## src/rtl/core/tmfac_pkg.sv

```systemverilog
package tmfac_pkg;

  // sample value field
  localparam int unsigned ValW = 12;
  localparam logic [ValW-1:0] ValMax = 12'hFFF;

  // calibration arithmetic widths
  localparam int unsigned CoefW = 32;
  localparam int unsigned ProdW = CoefW + ValW + 1;
  localparam int unsigned SumW = ProdW + 2;
  localparam int unsigned FracW = 16;

  // configuration register indexes
  localparam int unsigned CfgIdxW = 3;
  localparam logic [CfgIdxW-1:0] CfgXGainRx = 3'd0;
  localparam logic [CfgIdxW-1:0] CfgXGainRy = 3'd1;
  localparam logic [CfgIdxW-1:0] CfgXOffset = 3'd2;
  localparam logic [CfgIdxW-1:0] CfgYGainRx = 3'd3;
  localparam logic [CfgIdxW-1:0] CfgYGainRy = 3'd4;
  localparam logic [CfgIdxW-1:0] CfgYOffset = 3'd5;
  localparam logic [CfgIdxW-1:0] CfgMaxX    = 3'd6;
  localparam logic [CfgIdxW-1:0] CfgMaxY    = 3'd7;

  // configuration reset values
  localparam logic signed [CoefW-1:0] RstXGainRx = 32'sd4415;
  localparam logic signed [CoefW-1:0] RstXGainRy = 32'sd43;
  localparam logic signed [CoefW-1:0] RstXOffset = -32'sd1088786;
  localparam logic signed [CoefW-1:0] RstYGainRx = 32'sd45;
  localparam logic signed [CoefW-1:0] RstYGainRy = -32'sd5920;
  localparam logic signed [CoefW-1:0] RstYOffset = 32'sd22956658;
  localparam logic [ValW-1:0] RstMaxX = 12'd239;
  localparam logic [ValW-1:0] RstMaxY = 12'd319;

  // result item fields apart from the calibrated point
  typedef struct packed {
    logic            status;
    logic            pressed;
    logic            valid_res;
    logic [ValW-1:0] raw_x;
    logic [ValW-1:0] raw_y;
  } tmfac_res_t;

endpackage

```

## src/rtl/core/tmfac_calib.sv

```systemverilog
module tmfac_calib (
  input  logic                                      clk_i,
  input  logic                                      en_i,
  input  logic signed [tmfac_pkg::CoefW-1:0]        gain_a_i,
  input  logic signed [tmfac_pkg::CoefW-1:0]        gain_b_i,
  input  logic signed [tmfac_pkg::CoefW-1:0]        offset_i,
  input  logic [tmfac_pkg::ValW-1:0]                max_i,
  input  logic [tmfac_pkg::ValW-1:0]                raw_a_i,
  input  logic [tmfac_pkg::ValW-1:0]                raw_b_i,
  input  logic                                      use_i,
  output logic [tmfac_pkg::ValW-1:0]                screen_o
);

  localparam int unsigned ValW = tmfac_pkg::ValW;
  localparam int unsigned ProdW = tmfac_pkg::ProdW;
  localparam int unsigned SumW = tmfac_pkg::SumW;
  localparam int unsigned FracW = tmfac_pkg::FracW;

  logic signed [ValW:0]    ra_s, rb_s;
  logic signed [ProdW-1:0] pa_d, pb_d, pa_q, pb_q;
  logic                    use_q;
  logic signed [SumW-1:0]  sum, rnd, lim;
  logic [ValW-1:0]         scr_d, scr_q;

  // product stage
  assign ra_s = signed'({1'b0, raw_a_i});
  assign rb_s = signed'({1'b0, raw_b_i});
  assign pa_d = gain_a_i * ra_s;
  assign pb_d = gain_b_i * rb_s;

  // sum, clamp and round half up
  always_comb begin
    sum = SumW'(pa_q) + SumW'(pb_q) + SumW'(offset_i);
    lim = signed'({{(SumW-ValW-FracW){1'b0}}, max_i, {FracW{1'b0}}});
    rnd = sum + signed'(SumW'(1) <<< (FracW - 1));
    if (!use_q || sum <= 0) begin
      scr_d = '0;
    end else if (sum >= lim) begin
      scr_d = max_i;
    end else begin
      scr_d = rnd[FracW +: ValW];
    end
  end

  always_ff @(posedge clk_i) begin
    if (en_i) begin
      pa_q <= pa_d;
      pb_q <= pb_d;
      use_q <= use_i;
      scr_q <= scr_d;
    end
  end

  assign screen_o = scr_q;

endmodule

```

## config.mk

```make
export PLATFORM = sky130hd
export DESIGN_NAME = tmfac_calib
export DESIGN_NICKNAME = d
export VERILOG_FILES = /design/src/rtl/core/tmfac_pkg.sv /design/src/rtl/core/tmfac_calib.sv
export SDC_FILE = /design/constraint.sdc
export NUM_CORES = 2
export LEC_CHECK = 0
export BUFFER_PORTS_ARGS = -buffer_cell sky130_fd_sc_hd__buf_4
export CORE_ASPECT_RATIO = 1.75
export CORE_MARGIN = 5
export CORE_UTILIZATION = 29
export CTS_CLUSTER_SIZE = 8
export DETAILED_ROUTE_END_ITERATION = 8
export HOLD_SLACK_MARGIN = 0.08
export PLACE_DENSITY_LB_ADDON = 0.05
export SYNTH_ARGS = -nofsm -noshare
export SYNTH_HDL_FRONTEND = slang
export SYNTH_SLANG_ARGS = --single-unit
```

## constraint.sdc

```tcl
create_clock -name clk_i -period 6.7 [get_ports clk_i]
set_clock_uncertainty 0.05 [all_clocks]
set_input_delay 0 -clock clk_i [delete_from_list [all_inputs] [get_ports clk_i]]
set_output_delay 0 -clock clk_i [all_outputs]
set_load 0.01 [all_outputs]
```

=== Yosys cells after proc, flatten, opt, wreduce, memory -nomap -nowiden ===
Index checks and enable logic that the tools add are counted.

* Register bits after elaboration: 103
* Latch bits: 0
* Bits in writable memories: 0
* Memory bits (read-only): 0
* Bits of input ports: 135
* Word-level logic and storage cells: 14
* Memories kept: 0

* Add/sub/neg operators: 3
* $mul: 2
* Divide/modulo/power cells: 0
* Magnitude comparators: 2
* Equal/unequal tests: 0
* Shift-type cells: 0
* Multiplexer cells: 1
* Bitwise operators: 0
* Reductions and logical operators: 2

{| class="wikitable"
|+ Operators by type and width
! operator !! number
|-
| 32-bit by 13-bit multiplier with 45-bit output || 2
|-
| 46-bit by 32-bit adder with 47-bit output || 1
|-
| 47-bit by 29-bit greater-or-equal comparator with 1-bit output || 1
|-
| 47-bit by 1-bit <= comparator with 1-bit output, second input constant || 1
|-
| 45-bit by 45-bit adder with 46-bit output || 1
|-
| 28-bit by 17-bit adder with 28-bit output, second input constant || 1
|-
| 12-bit 2-to-1 mux || 1
|-
| 1-bit zero test || 1
|-
| 1-bit logical OR || 1
|}

=== Depth between registers and ports, before layout ===
* Depth after elaboration: 4
* Depth in mapped cells: 26
* Depth with buffers taken out: 24

=== Worst setup path after synthesis ===
Ideal clock, no wire load.

* Kind: input port to flip-flop
* Start point: input gain_a_i[7] (netlist bit)
* End point: register pa_q[37] (data pin)
* Library setup time: 0.261 ns
* Data arrival time: 6.066 ns
* Required time: 6.389 ns
* Slack: 0.323 ns
* Stages: 24
* Cells stage by stage: clkbuf_1 and2_1 fa_1 inv_1 fa_1 inv_1 fa_1 inv_1 fa_1 fa_1 inv_1 ha_1 o21a_1 o21ai_0 nand2b_1 a41oi_1 o211ai_1 o41a_1 o221a_2 or2_2 a2111oi_0 nand2b_1 nand2_1 xor2_1

* Longest elaborated chain between the ends: 1

{| class="wikitable"
|+ RTL lines
! element !! line !! RTL
|-
| from (decl) || tmfac_calib.sv:4 || <nowiki>input logic signed [tmfac_pkg::CoefW-1:0] gain_a_i,</nowiki>
|-
| 32-bit by 13-bit multiplier with 45-bit output || tmfac_calib.sv:28 || <nowiki>assign pa_d = gain_a_i * ra_s;</nowiki>
|-
| named net pa_d[37] || tmfac_calib.sv:20 || <nowiki>logic signed [ProdW-1:0] pa_d, pb_d, pa_q, pb_q;</nowiki>
|-
| to (signal assigned) || tmfac_calib.sv:47 || <nowiki>pa_q <= pa_d;</nowiki>
|-
| to (decl) || tmfac_calib.sv:20 ||
|}

The timed path passes the listed nets, and every way through them passes these cells.
A chain may end at the register's enable or synchronous reset.

=== Worst setup path in the final report ===
* Start point: input gain_a_i[0] (netlist bit)
* End point: register pa_q[44] (data pin)

Same word-level chain as after synthesis.

==> key figures <==
Synthesis
  • Post-synthesis async set-or-reset flop share: 0
  • Synthesized cell area: 0.0339 sq mm
  • Main synth FF type: edfxtp_1
  • Syn Nets: 4,875
  • Average size of a mapped cell: 9.02 sq um
  • Synth Instances: 3,762
  • Post-synthesis sequential area ratio: 0.0912
  • Area leader, netlist: fa_1
  • Post-synth EDFFs: 103
  • Synth top area cells: fa_1, inv_1, ha_1, edfxtp_1, and2_1
  • Total number of yosys warnings: 0
  • Flop and latch count out of synthesis: 103
  • Distinct cells, synth: 75
  • Top cell type's share of synthesized area: 0.426

Finish
  • Nets@finish: 4,964
  • Register area: 0.00309 sq mm
  • Layout cell share with drive strength beyond 1: 0.0713
  • Area of the multi-input gates: about 0.027 sq mm
  • Commonest cells after routing, fill and taps aside: inv_1, fa_1, nand2_1, and2_1, ha_1
  • Most common cell after layout, fill and taps aside: inv_1
  • Final Instance Area: ~0.037 sq mm
  • # fillers: 12.4k
  • Area delta synth->final: 10.1%

Die
  • IO Pins: 147
  • Starting density of the core: 0.291
  • Area of the die: 0.124 sq mm
  • DIE HEIGHT: 462 microns
  • Core area: between 0.1 and 0.15 sq mm
  • Row cnt: 166
  • Die Span X: 269 microns

Routing
  • Routed vias/inst: approximately 4.6
  • DR vias: 24.5k
  • Post-route DRC: 0
  • Antenna Nets Post-Route: 0
  • Initial DRC Count: 905
  • First-pass DRT Iterations: 5
  • Post-Route WL: between 100,000 and 150,000 microns
  • Wire per inst: approximately 19 microns

Clocking
  • Worst-Skew Late Latency: 0.39 ns
  • Clk slew on worst S/H paths: about 0.070 ns
  • CTS root buf: clkbuf_16
  • H-tree depth: 3
  • Cts bufs inserted: 9
  • TritonCTS clock tree: built
  • Clock buffer depth: 2
  • Num Clock Sinks: 103

Global route
  • Number of global-route vias before repair: approximately 29k
  • Met2 Use GR: 0.315
  • First-pass GRT wire length: about 160,000 microns
  • Initial antenna violation count: 4
  • Total gr overflow: 0
  • GRT Total Usage: 0.168
  • Largest net degree at the start of global routing: 56
  • GR Util met1: 0.216
  • Met3 Usage GRT: 0.00967
  • Top Usage Layer GRT: met2

Critical path
  • CP Capture Type: flip-flop
  • Family with the most delay on the worst path: adder cells
  • CP arrival: 6.42 ns
  • Flop-to-flop setup slack: around 0.85 ns
  • Worst setup SP type: primary input
  • Buf/Inv on CP: 6
  • Setup CP Type: primary input to flip-flop
  • Crit path top cell by count: fa_1
  • CP max stage cell: fa_1
  • CP max stage delay: 0.55 ns
  • Crit Path Max Fanout: 12
  • Req. time, crit path: 6.79 ns

STA
  • Period minus WS final: 6.34 ns
  • Slew margin rel.: 0.391
  • Count of final setup violators: 0
  • Final Max Slew Viols: 0
  • Period utilisation layout: 0.946
  • Worst-margin pin slew: between 0.9 and 1 ns
  • Fmax: 158 MHz
  • TNS Setup: 0 ns
  • RSZ-0062 raised after global routing: false
  • Endpoints failing hold: 0

Job
  • Max Cap Violations: 0

Place
  • Dpl cell area: between 0.03 and 0.04 sq mm
  • Detailed Place HPWL: 87,500 microns
  • GPL Wtd Cong: 0.815
  • # port buffers: around 150

Hold path
  • Hold Crit Class: primary input to flip-flop

Outcome
  • Outcome: complete, no violations
path summary, 6_finish.rpt:
kind / from / endpoint / cells after the start
max: gain_a_i[0] / pa_q[44] / 25
min: max_i[8] / screen_o[8] / 3
max reg2reg: pa_q[1] / screen_o[0] / 19
min reg2reg: use_q / screen_o[2] / 5
timing repair:
item,in CTS,in global routing
hold buffers,14,0
setup buffers,0,0
endpoints found under the setup margin,0,2
resized for setup,0,1
hold endpoints to repair,14,0
metal layers:
metal  routed length (microns)  part of all wire
met3                      2020             0.020
met2                     54600              0.54
met4                      1390             0.014
met1                     43600              0.43
met5                        13           0.00013
through the flow:
step	setup WS, ns	util	hold slack, ns	instances
after global routing	0.0218	0.321	0.118	5369
final	0.365	0.321	0.0950	5371
after detailed placement	0.0193	0.317	0.167	5338
after global placement	-0.0306	0.317	0.176	5338
after floorplan	0.323	-	0.0489	3762
after CTS	0.322	0.321	0.108	5368
area by class of cell:
class	count	area share
Tap cell	1512	0.0506
Clock inverter	7	0.00258
Inverter	898	0.0902
Antenna cell	3	0.000201
Multi-Input combinational cell	2596	0.718
Sequential cell	103	0.0828
Clock buffer	9	0.00603
Timing Repair Buffer	243	0.0498
logic make-up (layout without fill, tap and decap cells):
kind of cell    after synthesis  after routing  synth area share
buf+inv                    1063           1157             0.119
xor+xnor                    124            124            0.0320
mux                           7              7           0.00210
simple gates               1101           1101             0.160
fa+ha+maj                   978            978             0.520
flops                       103            103            0.0912
other cells                   0              3                 0
compound gates              386            386            0.0750
Yosys cell counts (5+ instances only):
library cell    n
inv_1         898
fa_1          722
nand2_1       506
and2_1        342
ha_1          256
clkbuf_1      154
a21oi_1       113
edfxtp_1      103
xnor2_1        87
o21ai_0        68
nor2_1         67
a21o_1         59
nand3_1        39
xor2_1         37
nand2b_1       22
nor2b_1        22
nand4_1        20
nor3_1         19
and3_1         18
a211oi_1       15
o211ai_1       15
o21bai_1       15
a31oi_1        14
o21a_1         11
or3_1          10
a211oi_2        8
nor4_1          8
o22ai_1         7
a221oi_1        6
buf_4           6
mux2i_1         6
a211o_1         5
a31o_2          5
and4_1          5
or2_2           5
worst reg2reg max path: cells and delay by family (launching register included):
kind            cells  cell delay (ns)
simple gates        6             0.97
mux                 1             0.32
buf+inv             1             0.06
compound gates      6             1.87
xor+xnor            1             0.49
fa+ha+maj           4             1.41
flops               1             0.42
registers in the layout, indices dropped and copies added, names as in the netlist:
register and cells:
pb_q 45, use_q 1, screen_o 12, pa_q 45
Power is not shown: default switching activity piles up to over one toggle a cycle in this logic, so the estimate is an artifact.
