==> src/rtl/core/tmfac_pkg.sv <==
package tmfac_pkg;

  // sample value field
  localparam int unsigned ValW = 12;
  localparam logic [ValW-1:0] ValMax = 12'hFFF;

  // calibration arithmetic widths
  localparam int unsigned CoefW = 32;
  localparam int unsigned ProdW = CoefW + ValW + 1;
  localparam int unsigned SumW = ProdW + 2;
  localparam int unsigned FracW = 16;

  // configuration register indexes
  localparam int unsigned CfgIdxW = 3;
  localparam logic [CfgIdxW-1:0] CfgXGainRx = 3'd0;
  localparam logic [CfgIdxW-1:0] CfgXGainRy = 3'd1;
  localparam logic [CfgIdxW-1:0] CfgXOffset = 3'd2;
  localparam logic [CfgIdxW-1:0] CfgYGainRx = 3'd3;
  localparam logic [CfgIdxW-1:0] CfgYGainRy = 3'd4;
  localparam logic [CfgIdxW-1:0] CfgYOffset = 3'd5;
  localparam logic [CfgIdxW-1:0] CfgMaxX    = 3'd6;
  localparam logic [CfgIdxW-1:0] CfgMaxY    = 3'd7;

  // configuration reset values
  localparam logic signed [CoefW-1:0] RstXGainRx = 32'sd4415;
  localparam logic signed [CoefW-1:0] RstXGainRy = 32'sd43;
  localparam logic signed [CoefW-1:0] RstXOffset = -32'sd1088786;
  localparam logic signed [CoefW-1:0] RstYGainRx = 32'sd45;
  localparam logic signed [CoefW-1:0] RstYGainRy = -32'sd5920;
  localparam logic signed [CoefW-1:0] RstYOffset = 32'sd22956658;
  localparam logic [ValW-1:0] RstMaxX = 12'd239;
  localparam logic [ValW-1:0] RstMaxY = 12'd319;

  // result item fields apart from the calibrated point
  typedef struct packed {
    logic            status;
    logic            pressed;
    logic            valid_res;
    logic [ValW-1:0] raw_x;
    logic [ValW-1:0] raw_y;
  } tmfac_res_t;

endpackage

==> src/rtl/core/tmfac_seq.sv <==
module tmfac_seq #(
  parameter int unsigned SAMPLES_PER_AXIS = 5,
  parameter int unsigned MIN_VALID_SAMPLES = 3
) (
  input  logic                       clk_i,
  input  logic                       rst_ni,
  input  logic                       en_i,
  input  logic                       acc_i,
  input  logic                       start_req_i,
  input  logic                       pen_down_i,
  input  logic [15:0]                sample_word_i,
  input  logic                       bus_error_i,
  output logic                       res_valid_o,
  output tmfac_pkg::tmfac_res_t      res_o
);

  localparam int unsigned Depth = SAMPLES_PER_AXIS - 1;
  localparam int unsigned IdxW = $clog2(SAMPLES_PER_AXIS);
  localparam int unsigned KeepW = $clog2(SAMPLES_PER_AXIS);
  localparam int unsigned PosW = (Depth > 1) ? $clog2(Depth) : 1;
  localparam int unsigned ValW = tmfac_pkg::ValW;

  logic                active_q, active_d;
  logic                axis_y_q, axis_y_d;
  logic [IdxW-1:0]     idx_q, idx_d;
  logic [KeepW-1:0]    kept_q, kept_d;
  logic [ValW-1:0]     held_x_q, held_x_d;
  logic                held_ok_q, held_ok_d;
  logic [ValW-1:0]     sorted_q [Depth];
  logic [ValW-1:0]     sorted_d [Depth];
  logic                res_valid_q, res_valid_d;
  tmfac_pkg::tmfac_res_t res_q, res_d;

  logic [ValW-1:0]     val;
  logic                keep;
  logic [Depth:0]      gt;
  logic [ValW-1:0]     prev [Depth];
  logic [KeepW-1:0]    kept_new;
  logic [KeepW-1:0]    med_pos;
  logic [ValW-1:0]     median;
  logic                med_ok;
  logic                axis_done;

  assign val = sample_word_i[14:3];
  assign keep = (idx_q != '0) && (val != '0) && (val != tmfac_pkg::ValMax)
                && (int'(kept_q) < Depth);
  assign axis_done = (int'(idx_q) == SAMPLES_PER_AXIS - 1);

  // sorted insertion of the new value
  always_comb begin
    gt[0] = 1'b0;
    prev[0] = val;
    for (int j = 0; j < Depth; j++) begin
      gt[j+1] = (sorted_q[j] > val);
    end
    for (int j = 1; j < Depth; j++) begin
      prev[j] = sorted_q[j-1];
    end
    for (int j = 0; j < Depth; j++) begin
      sorted_d[j] = sorted_q[j];
      if (keep) begin
        if (j < int'(kept_q) && !gt[j+1]) begin
          sorted_d[j] = sorted_q[j];
        end else if (j <= int'(kept_q)) begin
          sorted_d[j] = gt[j] ? prev[j] : val;
        end
      end
    end
  end

  // lower median of the kept samples including this one
  always_comb begin
    kept_new = keep ? kept_q + 1'b1 : kept_q;
    med_pos = (kept_new - 1'b1) >> 1;
    med_ok = (kept_new != '0) && (int'(kept_new) >= MIN_VALID_SAMPLES);
    median = '0;
    for (int j = 0; j < Depth; j++) begin
      if (med_pos[PosW-1:0] == PosW'(j)) begin
        median = sorted_d[j];
      end
    end
    if (!med_ok) begin
      median = '0;
    end
  end

  // read sequencing
  always_comb begin
    active_d = active_q;
    axis_y_d = axis_y_q;
    idx_d = idx_q;
    kept_d = kept_q;
    held_x_d = held_x_q;
    held_ok_d = held_ok_q;
    res_valid_d = 1'b0;
    res_d = '0;
    if (acc_i) begin
      if (start_req_i) begin
        idx_d = '0;
        kept_d = '0;
        axis_y_d = 1'b0;
        held_x_d = '0;
        held_ok_d = 1'b0;
        active_d = pen_down_i;
        res_valid_d = !pen_down_i;
      end else if (active_q) begin
        if (bus_error_i) begin
          active_d = 1'b0;
          idx_d = '0;
          kept_d = '0;
          axis_y_d = 1'b0;
          res_valid_d = 1'b1;
          res_d.status = 1'b1;
        end else if (!axis_done) begin
          idx_d = idx_q + 1'b1;
          kept_d = kept_new;
        end else begin
          idx_d = '0;
          kept_d = '0;
          if (!axis_y_q) begin
            held_x_d = median;
            held_ok_d = med_ok;
            axis_y_d = 1'b1;
          end else begin
            active_d = 1'b0;
            axis_y_d = 1'b0;
            res_valid_d = 1'b1;
            res_d.pressed = 1'b1;
            if (held_ok_q && med_ok) begin
              res_d.valid_res = 1'b1;
              res_d.raw_x = held_x_q;
              res_d.raw_y = median;
            end
          end
        end
      end
    end
  end

  // control state and result stage
  always_ff @(posedge clk_i or negedge rst_ni) begin
    if (!rst_ni) begin
      active_q <= 1'b0;
      axis_y_q <= 1'b0;
      idx_q <= '0;
      kept_q <= '0;
      held_x_q <= '0;
      held_ok_q <= 1'b0;
      res_valid_q <= 1'b0;
      res_q <= '0;
    end else if (en_i) begin
      active_q <= active_d;
      axis_y_q <= axis_y_d;
      idx_q <= idx_d;
      kept_q <= kept_d;
      held_x_q <= held_x_d;
      held_ok_q <= held_ok_d;
      res_valid_q <= res_valid_d;
      res_q <= res_d;
    end
  end

  // sort storage
  always_ff @(posedge clk_i) begin
    if (acc_i) begin
      sorted_q <= sorted_d;
    end
  end

  assign res_valid_o = res_valid_q;
  assign res_o = res_q;

endmodule

==> config.mk <==
export PLATFORM = sky130hd
export DESIGN_NAME = tmfac_seq
export DESIGN_NICKNAME = d
export VERILOG_FILES = /design/src/rtl/core/tmfac_pkg.sv /design/src/rtl/core/tmfac_seq.sv
export SDC_FILE = /design/constraint.sdc
export NUM_CORES = 1
export LEC_CHECK = 0
export ABC_CLOCK_PERIOD_IN_PS = 5400
export BUFFER_PORTS_ARGS = -buffer_cell sky130_fd_sc_hd__buf_2
export CORE_MARGIN = 1.5
export CORE_UTILIZATION = 60
export DETAILED_ROUTE_END_ITERATION = 8
export PLACE_DENSITY = 0.82
export SLEW_MARGIN = 40
export SYNTH_ARGS = -nofsm -noshare
export SYNTH_HDL_FRONTEND = slang
export SYNTH_SLANG_ARGS = --single-unit
==> constraint.sdc <==
create_clock -name clk_i -period 5.4 [get_ports clk_i]
set_input_delay 0.27 -clock clk_i [delete_from_list [all_inputs] [get_ports clk_i]]
set_output_delay 0.27 -clock clk_i [all_outputs]
set_load 0.1 [all_outputs]
# Word-level counts from Yosys, hierarchy flattened
# Index checks and enable logic that the tools add are counted.
# word_totals
memories,0
reg_bits,97
latch_bits,0
romBits,0
inputBits,23
output_inout_bits,28
mem_bits_rw,0
wordCells,125
# op_classes
bitwise,0
n_lt_le_gt_ge,13
n_addsub,3
shifts,0
div_mod_pow,0
n_mux,61
eq_ne,7
n_reduce_logical,25
n_mul,0
# ops
operator,n
$mux 12,24
$mux 27,3
$mux 26,3
$gt 12x12->1,4
$mux 3,9
$mux 25,1
$mux 1,21
$ne 12x12->1 const B,1
$reduce_bool 12->1,1
$logic_and 1x1->1,9
$reduce_bool 3->1,3
$add 3x1->3 const B,2
$le 2x3->1 const A,2
$lt 1x3->1 const A,2
$lt 2x3->1 const A,2
$reduce_and 6->1,1
$logic_not 1->1,5
$eq 2x2->1 const B,2
$ne 2x2->1 const B,2
$reduce_and 4->1,1
$reduce_bool 2->1,2
$eq 3x3->1 const B,1
$ge 3x2->1 const B,1
$le 1x3->1 const A,1
6 further kinds,6

# Longest topological paths before layout
# Gate-level depths: netlist of the first run.
# logic_depth
depth_word,19
mapped_depth,14
depth_no_buf,13

# Worst setup path after synthesis of the first run
# No wires, ideal clock.
# synth_path
path_type,register to register
startpoint,register idx_q[0]
endpoint,register held_x_q[11]
stages_incl_launch_ff,13
setup_slack_ps,2377
setup_ps,88
n_path_buf,1
required_ps,5312
synth_period_minus_slack_ps,3023
arrival_time_ps,2935
path_cell_list,dfrtp_1 -> inv_1 -> ha_1 -> a32o_2 -> nor3_4 -> xnor2_1 -> inv_1 -> ha_1 -> ha_1 -> nor2b_1 -> buf_1 -> a22oi_1 -> a41oi_1
# synth_via
elab_chain_cells,17
elab_cells_between_ends,30
classes_between,add/sub (1); order compare (1); eq/ne (4); mux (15); reduce/logical (9)
# synth_rtl
item,line_no,rtl
"start, declared",tmfac_seq.sv:25,"logic [IdxW-1:0] idx_q, idx_d;"
"start signal, assigned",tmfac_seq.sv:154,idx_q <= idx_d;
$reduce_bool 3->1,tmfac_seq.sv:45,assign keep = (idx_q != '0) && (val != '0) && (val != tmfac_pkg::ValMax)
$logic_and 1x1->1 (2 in a row),tmfac_seq.sv:45,
$logic_and 1x1->1,tmfac_seq.sv:46,&& (int'(kept_q) < Depth);
$mux 3,tmfac_seq.sv:73,kept_new = keep ? kept_q + 1'b1 : kept_q;
$sub 3x1->3,tmfac_seq.sv:74,med_pos = (kept_new - 1'b1) >> 1;
$logic_not 2->1,tmfac_seq.sv:78,if (med_pos[PosW-1:0] == PosW'(j)) begin
$mux 12 (4 in a row),tmfac_seq.sv:78,
$mux 12,tmfac_seq.sv:82,if (!med_ok) begin
$mux 12,tmfac_seq.sv:120,if (!axis_y_q) begin
$mux 12,tmfac_seq.sv:114,end else if (!axis_done) begin
$mux 12,tmfac_seq.sv:107,if (bus_error_i) begin
$mux 12,tmfac_seq.sv:106,end else if (active_q) begin
$mux 12,tmfac_seq.sv:98,if (start_req_i) begin
"end signal, assigned",tmfac_seq.sv:156,held_x_q <= held_x_d;
"end, declared",tmfac_seq.sv:27,"logic [ValW-1:0] held_x_q, held_x_d;"
# Several ways; a longest one is shown, not always the timed one. The select of a mux whose other input is x is not followed.
# A chain may end at the register's enable or synchronous reset.

# Final worst setup path of the first run
# layout_path
startpoint,register idx_q[0]
endpoint,register res_q (netlist bit res_o[1])
# layout_via
elab_chain_cells,19
elab_cells_between_ends,31
classes_between,add/sub (1); order compare (1); eq/ne (4); mux (17); reduce/logical (8)
# layout_rtl
item,line_no,rtl
$reduce_bool 3->1,tmfac_seq.sv:45,
$logic_and 1x1->1 (2 in a row),tmfac_seq.sv:45,
$logic_and 1x1->1,tmfac_seq.sv:46,
$mux 3,tmfac_seq.sv:73,
$sub 3x1->3,tmfac_seq.sv:74,
$logic_not 2->1,tmfac_seq.sv:78,
$mux 12 (4 in a row),tmfac_seq.sv:78,
$mux 12,tmfac_seq.sv:82,
$mux 25,tmfac_seq.sv:129,if (held_ok_q && med_ok) begin
$mux 26,tmfac_seq.sv:120,
$mux 26 *,tmfac_seq.sv:114,
$mux 26 *,tmfac_seq.sv:107,
$mux 27 *,tmfac_seq.sv:106,
$mux 27 *,tmfac_seq.sv:98,
$mux 27 *,tmfac_seq.sv:97,if (acc_i) begin
"end signal, assigned",tmfac_seq.sv:159,res_q <= res_d;
"end, declared",tmfac_seq.sv:32,"tmfac_pkg::tmfac_res_t res_q, res_d;"
# Mark *: on every way between the ends. The rest lies on a longest branch, timed or not.

==> results of run 1 <==
==> per-stage QoR <==
step                      setup WS, ns  area (µm²)
final                            1.827        6591
after global routing             1.545        6591
after CTS                        1.853        6588
after global placement           1.953        6349
after floorplan                  2.377        5984
after detailed placement         1.863        6365
==> path summary, 6_finish.rpt <==
kind / from / endpoint / slack, ns / depth (start not counted)
min in group asynchronous: rst_ni / active_q / 0.48 / 2
hold reg to reg: held_ok_q / held_ok_q / 0.48 / 1
hold / removal: pen_down_i / active_q / 0.17 / 2
setup reg to reg: idx_q[0] / res_o[1] / 1.83 / 12
setup / recovery: idx_q[0] / res_o[1] / 1.83 / 12
max in group asynchronous: rst_ni / res_o[0] / 4.53 / 2
==> what timing repair did <==
| action | 4_1_cts | 5_1_grt |
|---|---|---|
| hold buffers | 1 | 0 |
| hold endpoints to repair | 49 | 0 |
| setup buffers | 0 | 0 |
==> layout by cell type (no fill, tap or decap), types with 2 or more instances in the layout <==
cell type  Yosys  final
mux2i_1       29     29
nor4_1         6      6
ha_1          43     43
o22ai_1        2      2
a32o_1         2      2
o21ai_0       24     24
a31oi_1        2      2
a22oi_2        9      9
inv_1         38     37
nand3_1       14     14
edfxtp_1      48     48
nor3_1         3      3
and4_1         2      2
buf_4          1     12
and2_1         2      2
dfrtp_1       49     49
buf_2          9     45
nand2_1       57     57
nand2b_1       3      3
a41oi_1       22     22
nor2_1        23     23
nor2b_1        3      3
a21oi_1       55     54
a22oi_1        3      3
or2_2         13     13
a22o_1        13     13
clkbuf_8       0      9
o21ai_1        6      6
nor3_4         3      4
a21o_1         3      3
a31o_2         1      2
a211oi_1       3      3
inv_6          0      2
mux2_4         9      9
o211a_1        2      2
mux2_2        24     24
nand4_1        9      9
or3_1          2      2
==> layout make-up <==
cell class | instances | area, µm² | share of cell area
tap | 133 | 166.4 | 0.02525
multi-input combinational | 408 | 3077 | 0.4668
sequential | 97 | 2668 | 0.4047
inverter | 38 | 142.6 | 0.02164
timing repair buffer | 58 | 325.3 | 0.04935
clock inverter | 5 | 60.06 | 0.009112
clock buffer | 11 | 152.6 | 0.02316
==> sequential cells by signal (all words and copies together) (netlist names) <==
signal	count
held_x_q	12
sorted_q	12
res_o	27
idx_q	3
prev	36
kept_q	3
axis_y_q	1
res_valid_o	1
active_q	1
held_ok_q	1
==> cell usage after synthesis, types with 6 or more instances <==
master | instances | area share
mux2_2 | 24 | 0.045
or2_2 | 13 | 0.014
a41oi_1 | 22 | 0.032
buf_2 | 9 | 0.0075
o21ai_1 | 6 | 0.0050
nor2_1 | 23 | 0.014
ha_1 | 43 | 0.090
o21ai_0 | 24 | 0.020
clkbuf_1 | 12 | 0.0075
mux2_4 | 9 | 0.023
nand3_1 | 14 | 0.012
a22oi_2 | 9 | 0.019
inv_1 | 38 | 0.024
nor4_1 | 6 | 0.0063
nand4_1 | 9 | 0.0094
mux2i_1 | 29 | 0.049
a22o_1 | 13 | 0.019
edfxtp_1 | 48 | 0.24
a21oi_1 | 55 | 0.046
nand2_1 | 57 | 0.036
dfrtp_1 | 49 | 0.20
==> power by group through the flow <==
stage	combinational, mW	sequential (mW)	clock, mW
after floorplan	0.463	0.878	0
after global placement	0.639	0.883	0
after detailed placement	0.669	0.887	0
after CTS	0.676	0.871	0.514
after global routing	0.744	0.878	0.543
final	0.692	0.872	0.513
==> kinds of logic after synthesis <==
family	count (synthesis)	synth area share
AO/OA/AOI/OAI	155	0.1775
AND/OR/NAND/NOR	146	0.1240
flip-flops	97	0.4457
buffers and inverters	63	0.04328
multiplexers	63	0.1181
adder cells (fa/ha/maj)	43	0.08990
XOR/XNOR	1	0.001464
==> layer usage <==
layer	wire length, µm	GRT usage	part of all wire	up-vias
li1	-	-	-	2208
met1	6468	0.4323	0.43	2368
met2	6909	0.4595	0.46	259
met3	1337	0.04881	0.089	40
met4	382	0.1206	0.025	0
met5	0	0	0	-
==> impl_metrics.json, run 1 <==
{
  "period_share": 0.6617,
  "worstPathArrival_ns": 3.86,
  "synth_cell_types": 55,
  "synthArstFlopShare": 0.5052,
  "wl_per_cell_um": 20.13,
  "p_switching_uw": 748.4,
  "critPathLaunchType": "flop",
  "clk_pin_slew_ns": 0.10,
  "hp-class": "in2reg",
  "path_buf_inv": 3,
  "dieArea_um2": 10580,
  "p_seq_frac": 0.420,
  "cpPeakStageDelay_ns": 0.67,
  "cap_violations": 0,
  "grt_pass1_wl_mm": 23.69,
  "drc": 0,
  "grt_use_total": 0.3006,
  "finalNetCount": 678,
  "fmax_ghz": 0.2799,
  "numPortBuffers": 46,
  "yosys_warnings": 0,
  "power_mw": 2.077,
  "synth-seq-cells": 97,
  "syn_area_um2": 5984,
  "finalSetupViolCount": 0,
  "place_hpwl_mm": 10.92,
  "cts_resized": 0,
  "worst_pin_slew_ns": 0.7506,
  "status": "finished clean",
  "cp_slowest_cell": "ha_1",
  "clock-skew-final_ns": 0.009500,
  "critPathTopFamily": "adder cells",
  "instances_no_fill": 750,
  "fp-row-count": 36,
  "p_int_mw": 1.329,
  "drive_gt1_frac": 0.2253,
  "relSlewSlack": 0.4959,
  "sw_frac_of_total": 0.3603,
  "clockBufferDepth": 2,
  "drtIter0Drc": 439,
  "cts-buffers-inserted": 9,
  "root_buffer": "clkbuf_8",
  "drt_wl_total_mm": 15.10,
  "overflow": 0,
  "final.min_clock_period_ns": 3.573,
  "insertion_delay_ns": 0.37,
  "clock_sinks": 97,
  "synth-seq-area-share": 0.4457,
  "cts_tree": "yes",
  "dp.cells": 733,
  "combinationalPowerShare": 0.333,
  "cp-end-kind": "flop",
  "grt_pass1_vias": 4634,
  "ant_nets": 0,
  "post-route-util": 0.6775,
  "synth-main-ff-cell": "dfrtp_1",
  "synth_cells": 568,
  "leakage_nw": 2.921,
  "pwr-share-clk": 0.247,
  "grt_max_degree": 52,
  "crit_top_cell": "ha_1",
  "place.gp.congestion": 0.9344,
  "avgSynthCellArea_um2": 10.54,
  "ir_worst_vdd_mv": 0.2175,
  "hold_ws_ns": 0.1729,
  "start_util": 0.6151,
  "fin_setup_tns_ns": 0,
  "vias": 4875,
  "drtPass1Iterations": 5,
  "hold_viol": 0,
  "syn-num-nets": 634,
  "rsz0062_at_grt": "no",
  "vias_per_cell": 6.500,
  "ioPinCount": 51,
  "critPathRequiredTime_ns": 5.69,
  "path_class": "reg2reg",
  "antenna_found_initial": 0,
  "cp_max_fo": 15,
  "power.density_nw_per_um2": 315.1,
  "core_um2": 9729,
  "die_w_um": 102.9,
  "maxSlewViolCount": 0,
  "n_fill_cell": 762,
  "diodes": 0,
  "syn2layout_area_growth_pct": 10.14,
  "critical_path.cell_chain": "inv_1 -> ha_1 -> a32o_2 -> nor3_4 -> xnor2_1 -> inv_1 -> ha_1 -> ha_1 -> nor2b_1 -> buf_4 -> a22oi_1 -> a41oi_1",
  "htree_levels": 3,
  "synth-edff-count": 48,
  "die_h_um": 102.9
}
Note: power is estimated with default switching activity, not from simulation.
==> inputs of run 2 (changes only) <==
- ABC_CLOCK_PERIOD_IN_PS: 5400 -> 3070
- CORE_UTILIZATION: 60 -> 55
- PLACE_DENSITY: 0.82 -> 0.79
- clock period: 5.4 -> 3.07 ns (I/O delays scaled with it)
==> run 2 against run 1 <==
  * Combinational power is 95% higher
  * Critical path type unchanged
  * Worst hold slack worse by 0.13 ns
  * Die area is 8.8% higher
==> impl_metrics.json, run 2 (synthesis gave the netlist of run 1 again) <==
{
  "grt_pass1_wl_mm": 25.54,
  "fin_setup_tns_ns": 0,
  "vias": 4834,
  "overflow": 0,
  "root_buffer": "clkbuf_8",
  "ir_worst_vdd_mv": 0.3642,
  "grt_use_total": 0.2910,
  "cp_max_fo": 12,
  "clk_pin_slew_ns": 0.10,
  "r2r-start": "idx_q[0]",
  "grt_max_degree": 50,
  "dieArea_um2": 11520,
  "critPathLaunchType": "flop",
  "use_met1": 0.4132,
  "leakage_nw": 3.020,
  "ioPinCount": 51,
  "grt_pass1_vias": 4945,
  "maxSlewViolCount": 0,
  "cap_violations": 0,
  "post-route-util": 0.6504,
  "worst_pin_slew_ns": 0.6557,
  "hold_ws_ns": 0.04087,
  "die_h_um": 107.3,
  "worstPathArrival_ns": 3.19,
  "power.density_nw_per_um2": 566.0,
  "finalSetupViolCount": 0,
  "cp_slowest_cell": "dfrtp_1",
  "drtPass1Iterations": 5,
  "finalNetCount": 694,
  "hold_viol": 0,
  "power_mw": 3.852,
  "antenna_found_initial": 0,
  "largest_reg_flops": 36,
  "cpPeakStageDelay_ns": 0.39,
  "drc": 0,
  "diodes": 0,
  "use_met3": 0.05266,
  "clockBufferDepth": 2,
  "most-common-layout-cells": "nand2_1 (57), a21oi_1 (54), dfrtp_1 (49)",
  "fmax_ghz": 0.3397,
  "worst-r2r-setup-slack_ns": 0.13,
  "instances_no_fill": 769,
  "vias_per_cell": 6.286,
  "crit_top_cell": "buf_4",
  "dp.cells": 749,
  "syn2layout_area_growth_pct": 13.72,
  "ff2ff_path_depth": 12,
  "rr_endpoint": "held_x_q[1]",
  "place_hpwl_mm": 11.30,
  "cts-buffers-inserted": 9,
  "core_um2": 10460,
  "path_class": "reg2reg",
  "insertion_delay_ns": 0.38,
  "period_share": 0.9590,
  "critPathRequiredTime_ns": 3.31,
  "min_from": "pen_down_i",
  "wl_per_cell_um": 20.28,
  "relSlewSlack": 0.5622,
  "die_w_um": 107.3,
  "path_buf_inv": 4,
  "ant_nets": 0,
  "final_common_cell": "nand2_1",
  "htree_levels": 3,
  "hp-class": "in2reg",
  "cts_tree": "yes",
  "clock-skew-final_ns": 0.007476,
  "met2_usage": 0.4481,
  "drive_gt1_frac": 0.2559,
  "clock_sinks": 97,
  "place.gp.congestion": 0.9814,
  "status": "finished clean",
  "drtIter0Drc": 432,
  "drt_wl_total_mm": 15.60,
  "cp-end-kind": "flop",
  "startpoint": "idx_q[0]",
  "fp-row-count": 37,
  "critical_path.cell_chain": "inv_1 -> ha_1 -> a32o_2 -> nor3_4 -> buf_4 -> buf_4 -> nor3b_1 -> a31o_1 -> buf_12 -> mux2_2 -> a22oi_2 -> a41oi_1",
  "endpoint": "held_x_q[1]",
  "critPathTopFamily": "compound AO/OA/AOI/OAI gates",
  "busiest_layer": "met2",
  "final.min_clock_period_ns": 2.944,
  "start_util": 0.5720,
  "path_depth": 12,
  "numPortBuffers": 46
}
## run 2: routing by layer
metal | up-vias | wire [µm]
li1 | 2241 | -
met1 | 2372 | 6892
met2 | 196 | 7233
met3 | 25 | 1193
met4 | 0 | 278
met5 | - | 0
## run 2: worst min path at each step
stage | cells past startpoint | to | slack [ns]
4_1_cts | 2 | active_q | 0.04
5_1_grt | 2 | active_q | 0.05
2_1_floorplan | 0 | active_q | -0.14
6_report | 2 | active_q | 0.04
3_5_place_dp | 1 | held_x_q[9] | 0.21
3_3_place_gp | 1 | res_o[21] | 0.39
## run 2: what timing repair did
item,4_1_cts,5_1_grt
setup buffers,0,3
hold buffers,1,0
resized for setup,0,15
hold endpoints to repair,49,0
endpoints found under the setup margin,0,24
## run 2: area by class of cell
| cell class | instances | area [µm²] |
|---|---|---|
| repair buffers | 74 | 478.0 |
| multi-input cells | 408 | 3114 |
| clock inverters | 5 | 70.07 |
| fillers | 809 | 3657 |
| well taps | 136 | 170.2 |
| clock buffers | 11 | 162.7 |
| flip-flops and latches | 97 | 2668 |
| inverters | 38 | 142.6 |
## run 2: where the power goes
group,total (mW),switching [mW],internal (mW)
clock,0.964,0.504,0.461
combinational,1.35,0.807,0.540
sequential,1.54,0.0725,1.47
total,3.85,1.38,2.47
## run 2: through the flow
stage               instance area, µm²  setup slack, ns
finish                            6805           0.1260
global route                      6805         -0.05335
CTS                               6715          0.01918
detailed placement                6472         0.009255
global placement                  6470          0.05066
floorplan                         5984          0.04654
